[src/rtl/core/rlfe_pkg.sv]
package rlfe_pkg;

    // item kinds carried on s_tuser
    localparam logic KIND_TICK = 1'b0;
    localparam logic KIND_SET  = 1'b1;

    localparam logic [7:0] FULL_SCALE = 8'd255;

    // channel index: 0 red, 1 green, 2 blue
    localparam int          NUM_CH  = 3;
    localparam logic [1:0]  CH_LAST = 2'd2;

    // serial multiply / divide: the multiply takes one bit of the color difference per cycle
    localparam int          DIGITS     = 8;
    localparam logic [2:0]  DIGIT_LAST = 3'd7;

    typedef enum logic [2:0] {
        ST_IDLE,
        ST_LOAD,
        ST_MUL,
        ST_DIVSET,
        ST_DIV,
        ST_DONE
    } state_t;

endpackage

[src/rtl/core/rgb_linear_fade_engine_top.sv]
// Channel  Direction  Handshake            Payload
// s_*      in         s_tvalid / s_tready  s_tdata: color target + duration, s_tuser: kind
// m_*      out        m_tvalid / m_tready  m_tdata: duty r/g/b + fading
// cfg_*    in         cfg_valid/cfg_ready  cfg_data: common_anode
//
// Sequence: a set item, or a tick that finds no fade or ends one, is accepted, then the
// result is loaded. A tick inside a fade is accepted, then per channel a load, a shift-add
// multiply, a setup and a restoring divide run on one shared unit, then the result loads.
// Reset: rst_n clears colors, fade state and output valid; no clear pass.
// Stalls: a finished result waits in the output register while the next item is
// accepted; the engine holds in ST_DONE only if a second result is ready first.
module rgb_linear_fade_engine_top #(
    parameter int DURATION_BITS = 16
) (
    input  logic                                         clk,
    input  logic                                         rst_n,
    // slave side
    input  logic                                         s_tvalid,
    output logic                                         s_tready,
    // [7:0] target_red, [15:8] target_green, [23:16] target_blue,
    // [24+DURATION_BITS-1:24] fade_ms, zero pad above
    input  logic [24 + ((DURATION_BITS + 7) / 8) * 8 - 1:0] s_tdata,
    // [0] kind
    input  logic                                         s_tuser,
    // master side
    output logic                                         m_tvalid,
    input  logic                                         m_tready,
    // [7:0] duty_red, [15:8] duty_green, [23:16] duty_blue, [24] fading, [31:25] zero
    output logic [31:0]                                  m_tdata,
    // configuration
    input  logic                                         cfg_valid,
    output logic                                         cfg_ready,
    // [0] common_anode
    input  logic                                         cfg_data
);
    import rlfe_pkg::*;

    localparam int ACC_W     = DURATION_BITS + DIGITS;
    localparam int ELAPSED_W = DURATION_BITS + 1;

    // control
    state_t state_reg, state_next;
    logic   s_fire;
    logic   out_load;
    logic   tick_finish;

    // fade state
    logic [7:0]               cur_reg   [NUM_CH];
    logic [7:0]               cur_next  [NUM_CH];
    logic [7:0]               start_reg [NUM_CH];
    logic [7:0]               start_next[NUM_CH];
    logic [7:0]               goal_reg  [NUM_CH];
    logic [7:0]               goal_next [NUM_CH];
    logic                     active_reg, active_next;
    logic [ELAPSED_W-1:0]     elapsed_reg, elapsed_next;
    logic [DURATION_BITS-1:0] span_reg, span_next;
    logic                     anode_reg;

    // serial arithmetic unit
    logic [1:0]               ch_reg, ch_next;
    logic [2:0]               cnt_reg, cnt_next;
    logic                     neg_reg, neg_next;
    logic [7:0]               mag_reg, mag_next;       // |goal - start|, shifted right
    logic [ACC_W-1:0]         mcand_reg, mcand_next;   // elapsed, shifted left
    logic [ACC_W-1:0]         acc_reg, acc_next;       // product
    logic [DURATION_BITS-1:0] rem_reg, rem_next;       // partial remainder
    logic [7:0]               low_reg, low_next;       // low dividend bits
    logic [7:0]               quo_reg, quo_next;       // quotient bits

    // output register
    logic        out_valid_reg, out_valid_next;
    logic [31:0] out_data_reg, out_data_next;

    // helpers
    logic [ELAPSED_W-1:0]     elapsed_inc;
    logic [8:0]               diff;
    logic [8:0]               diff_abs;
    logic [DURATION_BITS:0]   trial;
    logic                     trial_ge;
    logic [7:0]               quo_final;
    logic [DURATION_BITS-1:0] fade_in;
    logic [7:0]               tgt [NUM_CH];

    assign fade_in = s_tdata[24 + DURATION_BITS - 1:24];
    assign tgt[0]  = s_tdata[7:0];
    assign tgt[1]  = s_tdata[15:8];
    assign tgt[2]  = s_tdata[23:16];

    // saturating elapsed count and end-of-fade test for a tick
    assign elapsed_inc = (elapsed_reg == {ELAPSED_W{1'b1}}) ? elapsed_reg
                                                           : elapsed_reg + ELAPSED_W'(1);
    assign tick_finish = (span_reg == '0) || (elapsed_inc > {1'b0, span_reg});

    // current channel difference
    assign diff     = {1'b0, goal_reg[ch_reg]} - {1'b0, start_reg[ch_reg]};
    assign diff_abs = diff[8] ? (9'd0 - diff) : diff;

    // restoring divide step
    assign trial     = {rem_reg, low_reg[7]};
    assign trial_ge  = trial >= {1'b0, span_reg};
    assign quo_final = {quo_reg[6:0], trial_ge};

    // next state
    always_comb
    begin
        state_next = state_reg;
        unique case (state_reg)
            ST_IDLE:
            begin
                if (s_tvalid)
                begin
                    if (s_tuser == KIND_TICK && active_reg && !tick_finish)
                        state_next = ST_LOAD;
                    else
                        state_next = ST_DONE;
                end
            end
            ST_LOAD:   state_next = ST_MUL;
            ST_MUL:    state_next = (cnt_reg == DIGIT_LAST) ? ST_DIVSET : ST_MUL;
            ST_DIVSET: state_next = ST_DIV;
            ST_DIV:
            begin
                if (cnt_reg == DIGIT_LAST)
                    state_next = (ch_reg == CH_LAST) ? ST_DONE : ST_LOAD;
            end
            ST_DONE:
            begin
                if (!out_valid_reg || m_tready)
                    state_next = ST_IDLE;
            end
            default:   state_next = ST_IDLE;
        endcase
    end

    // control outputs
    always_comb
    begin
        s_tready  = (state_reg == ST_IDLE);
        cfg_ready = 1'b1;
        s_fire    = s_tvalid && (state_reg == ST_IDLE);
        out_load  = (state_reg == ST_DONE) && (!out_valid_reg || m_tready);
    end

    // datapath
    always_comb
    begin
        cur_next     = cur_reg;
        start_next   = start_reg;
        goal_next    = goal_reg;
        active_next  = active_reg;
        elapsed_next = elapsed_reg;
        span_next    = span_reg;
        ch_next      = ch_reg;
        cnt_next     = cnt_reg;
        neg_next     = neg_reg;
        mag_next     = mag_reg;
        mcand_next   = mcand_reg;
        acc_next     = acc_reg;
        rem_next     = rem_reg;
        low_next     = low_reg;
        quo_next     = quo_reg;

        if (s_fire)
        begin
            if (s_tuser == KIND_SET)
            begin
                // a running fade jumps to its goal, then the new one starts there
                for (int c = 0; c < NUM_CH; c++)
                begin
                    if (active_reg)
                    begin
                        cur_next[c]   = goal_reg[c];
                        start_next[c] = goal_reg[c];
                    end
                    else
                    begin
                        start_next[c] = cur_reg[c];
                    end
                    goal_next[c] = tgt[c];
                end
                span_next    = fade_in;
                elapsed_next = '0;
                active_next  = 1'b1;
                if (fade_in == '0)
                begin
                    // zero duration: done at once
                    for (int c = 0; c < NUM_CH; c++)
                    begin
                        cur_next[c]   = tgt[c];
                        start_next[c] = tgt[c];
                    end
                    active_next = 1'b0;
                    span_next   = '0;
                end
            end
            else if (active_reg)
            begin
                if (tick_finish)
                begin
                    for (int c = 0; c < NUM_CH; c++)
                    begin
                        cur_next[c]   = goal_reg[c];
                        start_next[c] = goal_reg[c];
                    end
                    active_next  = 1'b0;
                    elapsed_next = '0;
                    span_next    = '0;
                end
                else
                begin
                    elapsed_next = elapsed_inc;
                    ch_next      = 2'd0;
                end
            end
        end

        case (state_reg)
            ST_LOAD:
            begin
                neg_next   = diff[8];
                mag_next   = diff_abs[7:0];
                mcand_next = ACC_W'(elapsed_reg[DURATION_BITS-1:0]);
                acc_next   = '0;
                cnt_next   = 3'd0;
            end
            ST_MUL:
            begin
                if (mag_reg[0])
                    acc_next = acc_reg + mcand_reg;
                mag_next   = {1'b0, mag_reg[7:1]};
                mcand_next = {mcand_reg[ACC_W-2:0], 1'b0};
                cnt_next   = cnt_reg + 3'd1;
            end
            ST_DIVSET:
            begin
                // top bits of the product are already below the span
                rem_next = acc_reg[ACC_W-1:DIGITS];
                low_next = acc_reg[DIGITS-1:0];
                quo_next = '0;
                cnt_next = 3'd0;
            end
            ST_DIV:
            begin
                rem_next = trial_ge ? DURATION_BITS'(trial - {1'b0, span_reg})
                                    : trial[DURATION_BITS-1:0];
                low_next = {low_reg[6:0], 1'b0};
                quo_next = quo_final;
                cnt_next = cnt_reg + 3'd1;
                if (cnt_reg == DIGIT_LAST)
                begin
                    // quotient never exceeds |diff|, so the sum stays in range
                    cur_next[ch_reg] = neg_reg ? start_reg[ch_reg] - quo_final
                                               : start_reg[ch_reg] + quo_final;
                    ch_next = ch_reg + 2'd1;
                end
            end
            default:
            begin
            end
        endcase
    end

    // output register
    always_comb
    begin
        out_valid_next = out_valid_reg;
        out_data_next  = out_data_reg;
        if (m_tready)
            out_valid_next = 1'b0;
        if (out_load)
        begin
            out_valid_next = 1'b1;
            for (int c = 0; c < NUM_CH; c++)
                out_data_next[c*8 +: 8] = anode_reg ? FULL_SCALE - cur_reg[c] : cur_reg[c];
            out_data_next[31:24] = {7'd0, active_reg};
        end
    end

    assign m_tvalid = out_valid_reg;
    assign m_tdata  = out_data_reg;

    always_ff @(posedge clk or negedge rst_n)
    begin
        if (!rst_n)
        begin
            state_reg     <= ST_IDLE;
            active_reg    <= 1'b0;
            elapsed_reg   <= '0;
            span_reg      <= '0;
            anode_reg     <= 1'b0;
            out_valid_reg <= 1'b0;
            ch_reg        <= 2'd0;
            cnt_reg       <= 3'd0;
            for (int c = 0; c < NUM_CH; c++)
            begin
                cur_reg[c]   <= 8'd0;
                start_reg[c] <= 8'd0;
                goal_reg[c]  <= 8'd0;
            end
        end
        else
        begin
            state_reg     <= state_next;
            active_reg    <= active_next;
            elapsed_reg   <= elapsed_next;
            span_reg      <= span_next;
            out_valid_reg <= out_valid_next;
            ch_reg        <= ch_next;
            cnt_reg       <= cnt_next;
            cur_reg       <= cur_next;
            start_reg     <= start_next;
            goal_reg      <= goal_next;
            if (cfg_valid)
                anode_reg <= cfg_data;
        end
    end

    // arithmetic payload, no reset
    always_ff @(posedge clk)
    begin
        neg_reg      <= neg_next;
        mag_reg      <= mag_next;
        mcand_reg    <= mcand_next;
        acc_reg      <= acc_next;
        rem_reg      <= rem_next;
        low_reg      <= low_next;
        quo_reg      <= quo_next;
        out_data_reg <= out_data_next;
    end

    // no fade running means the timing state is cleared
    a_idle_clear: assert property (@(posedge clk) disable iff (!rst_n)
        !active_reg |-> (span_reg == '0) && (elapsed_reg == '0))
        else $error("fade timing state not cleared while idle");

    // elapsed never passes the span while a fade runs
    a_elapsed_bound: assert property (@(posedge clk) disable iff (!rst_n)
        active_reg |-> (elapsed_reg <= {1'b0, span_reg}))
        else $error("elapsed beyond span during fade");

    // divider remainder stays below the divisor
    a_rem_bound: assert property (@(posedge clk) disable iff (!rst_n)
        (state_reg == ST_DIV) |-> (rem_reg < span_reg))
        else $error("divide remainder out of range");

    // channel index never leaves red..blue while computing
    a_ch_range: assert property (@(posedge clk) disable iff (!rst_n)
        (state_reg == ST_LOAD) |-> (ch_reg != 2'd3))
        else $error("channel index out of range");

    // serial work only starts on a fade tick
    a_work_start: assert property (@(posedge clk) disable iff (!rst_n)
        (state_reg == ST_LOAD) |-> active_reg && (span_reg != '0))
        else $error("serial unit started without a running fade");

endmodule
[config.mk]
export PLATFORM = sky130hd
export DESIGN_NAME = rgb_linear_fade_engine_top
export DESIGN_NICKNAME = d
export VERILOG_FILES = /design/src/rtl/core/rlfe_pkg.sv /design/src/rtl/core/rgb_linear_fade_engine_top.sv
export SDC_FILE = /design/constraint.sdc
export NUM_CORES = 1
export LEC_CHECK = 0
export BUFFER_PORTS_ARGS = -buffer_cell sky130_fd_sc_hd__buf_2
export CAP_MARGIN = 20
export CORE_MARGIN = 3
export CORE_UTILIZATION = 50
export DETAILED_ROUTE_END_ITERATION = 7
export PLACE_DENSITY = 0.67
export RECOVER_POWER = 50
export SYNTH_ARGS = -nofsm -noshare
export SYNTH_HDL_FRONTEND = slang
export SYNTH_SLANG_ARGS = --single-unit
export TNS_END_PERCENT = 50
[constraint.sdc]
create_clock -name clk -period 5.85 [get_ports clk]
set_input_delay 0.8775 -clock clk [delete_from_list [all_inputs] [get_ports clk]]
set_output_delay 0.8775 -clock clk [all_outputs]
set_load 0.01 [all_outputs]
==> flow_metrics.py <==
metrics = {
    "place": {
        "place_area_um2": 14900,
        "dp_slack_ps": 1090,
        "place_congestion": 0.922,
        "dpl.cell_count": 1922,
        "port_buffers": 73,
        "place_hpwl_um": 27100,
    },
    "timing": {
        "hold_viol": 0,
        "slew-limit-headroom": -0.699,
        "clock_skew_ps": 28.6,
        "period_needed_ps": 4830,
        "grt_setup_unrepaired": "no",
        "worst_slack_ps": 1020,
        "worst_pin_slew_ps": 2550,
        "setup_violations": 0,
        "fmax_ghz": 0.207,
        "finalCritPeriodShare": 0.826,
        "tns_ps": 0,
        "fin_hold_ws_ps": 481,
        "slew_violations": 381,
    },
    "layout": {
        "antennaDiodeCount": 0,
        "area_delta_synth_final_pct": 10.2,
        "utilization": 0.561,
        "instances_no_fill": 1973,
        "layout.nets": 1703,
        "final_layout_size_suffix_gt1_frac": 0.0846,
        "design_area_um2": 15700,
        "largest_reg_flops": 25,
    },
    "clock_network": {
        "cts_resized": 0,
        "cts_buffer_depth": 3,
        "hold_buffers": 0,
        "tritoncts": "yes",
        "cts_buffers": 27,
        "h-tree-depth": 1,
        "cts_sinks": 229,
        "post-cts-setup-buffers": 0,
        "clockRootBuffer": "clkbuf_16",
        "clkLatencyLatePin_ps": 550,
        "path_clk_slew_ps": 60,
    },
    "synth": {
        "synth_largest_area_cell": "edfxtp_1",
        "synth_cell_types": 82,
        "syn_inst": 1526,
        "avgSynthCellArea_um2": 9.32,
        "synth_seq_cells": 229,
        "synth_area_leaders": "edfxtp_1 24%, dfrtp_1 20%, ha_1 6.9%",
        "ys_seq_area_frac": 0.443,
        "async_reset_ff_frac": 0.507,
        "synth_edf_count": 113,
        "yosys_warnings": 0,
        "ys.flop_type": "dfrtp_1",
        "synth_area_um2": 14200,
        "synth_top_area_share": 0.239,
    },
    "worst_setup_path": {
        "cp_cell_sequence": "and4_4, and4_4, nand4_2, or3b_1, nor3_1, xnor2_1, ha_1, nand4_1, nor4_2, nand2b_1, a211oi_2, nand4_2, nor2_2, a21oi_1, o21ai_0",
        "start_kind": "register",
        "critPathMaxFanout": 17,
        "cp_slowest_cell": "nor2_2",
        "slowest_delay_ps": 820,
        "path_class": "reg -> reg",
        "cpLargestDelayFamily": "simple AND/OR/NAND/NOR gates",
        "timing.critical_path.buf_inv": 0,
        "critPathCaptureType": "register",
        "required_ps": 6300,
        "cp.arrival_ps": 5280,
    },
    "global_routing": {
        "antenna_found_initial": 1,
        "grt-ovfl-total": 0,
        "grt_usage": 0.245,
        "grt_pass1_vias": 11263,
        "grt_pass1_wl_um": 60900,
        "grt_start_max_net_pins": 73,
    },
    "die": {
        "rows": 61,
        "coreArea_um2": 27900,
        "die_width_um": 175,
        "die-area_um2": 30500,
        "fp.dieH_um": 175,
        "initial_core_util": 0.509,
        "pin_count": 82,
    },
    "routing": {
        "drt-initial-drc-count": 1038,
        "drc": 0,
        "routed_via_density": 5.86,
        "drt-total-wl_um": 37800,
        "avgRoutedWirePerCell_um": 19.1,
        "vias": 11567,
        "ant_nets": 0,
        "drt_first_pass_iters": 5,
    },
    "power": {
        "p_int_mw": 2.65,
        "combPwrFrac": 0.022,
        "p_per_area_nw_per_um2": 215,
        "finalPower_mw": 3.37,
        "total_leakage_power_nw": 6.98,
        "peakVddDrop_v": 0.000213,
        "sw_frac_of_total": 0.216,
        "p_seq_frac": 0.500,
        "power_frac_clock": 0.478,
        "switchingPower_uw": 727,
    },
    "min_path": {
        "min_path_type": "reg -> reg",
    },
    "status": {
        "failed_checks": "capacitance limit, slew limit",
        "run_status": "complete, but fails checks",
    },
    "run": {
        "cap_violations": 9,
    },
}
[logic make-up (layout without fill, tap and decap cells)]
group	after synthesis	in the layout	share of synthesized area
XOR/XNOR	82	82	0.0505
flip-flops	229	229	0.443
AO/OA/AOI/OAI	382	382	0.171
buffers and inverters	147	210	0.0437
multiplexers	53	53	0.0377
AND/OR/NAND/NOR	549	549	0.180
adder cells (fa/ha/maj)	82	82	0.0743
other	2	8	0.000528
[metal layers]
layer	routed length [um]	up-vias	global-route usage
met5	13	-	0
li1	-	5555	-
met1	16500	5617	0.328
met3	1710	70	0.0278
met4	1120	2	0.0718
met2	18400	323	0.422
[cell usage after synthesis, types with 42 or more instances]
master,number
nand2_1,236
dfrtp_1,116
edfxtp_1,113
nor2_1,110
o21ai_0,108
a21oi_1,99
ha_1,78
inv_1,62
clkbuf_1,50
mux2i_1,49
xor2_1,47
nand3_1,42
[cell type report]
type,count,area (um^2)
fillers,2559,12300
multi-input cells,1156,7330
flip-flops and latches,229,6300
clock buffers,41,798
repair buffers,97,483
well taps,378,473
inverters,63,236
clock inverters,9,52.6
[worst paths after layout]
| path | startpoint | to | slack, ps | depth (start not counted) |
|---|---|---|---|---|
| hold / removal | start_reg[20] | start_reg[20] | 480 | 1 |
| setup reg to reg | elapsed_reg[6] | elapsed_reg[3] | 1020 | 15 |
| setup / recovery | elapsed_reg[6] | elapsed_reg[3] | 1020 | 15 |
| max in group asynchronous | rst_n | elapsed_reg[2] | 1790 | 2 |
| hold reg to reg | start_reg[20] | start_reg[20] | 480 | 1 |
| min in group asynchronous | rst_n | anode_reg | 1110 | 1 |
[layout by cell type (no fill, tap or decap), types with 9 or more instances in the layout]
cell / count
nand2_1: 236
dfrtp_1: 116
edfxtp_1: 113
nor2_1: 108
o21ai_0: 108
a21oi_1: 99
ha_1: 78
inv_1: 62
mux2i_1: 49
xor2_1: 47
buf_2: 46
nand3_1: 42
clkbuf_1: 42
xnor2_1: 35
a21o_1: 30
clkbuf_16: 27
nor3_1: 25
nand2b_1: 18
and3_1: 16
buf_4: 14
nor2b_1: 13
a31oi_1: 13
or3_1: 13
o211ai_1: 12
nand4_1: 11
and2_1: 11
and2_0: 11
nor4_1: 11
o22ai_1: 10
o21a_1: 9
a211oi_1: 9
a311o_1: 9
[power groups by stage]
stage	registers, mW	clock network, mW	logic [mW]
after floorplan	1.72	0	0.0340
after global placement	1.72	0	0.0753
after detailed placement	1.72	0	0.0761
after CTS	1.69	1.64	0.0765
after global routing	1.69	1.70	0.0837
final	1.69	1.61	0.0750
(Power assumes the default switching activity.)
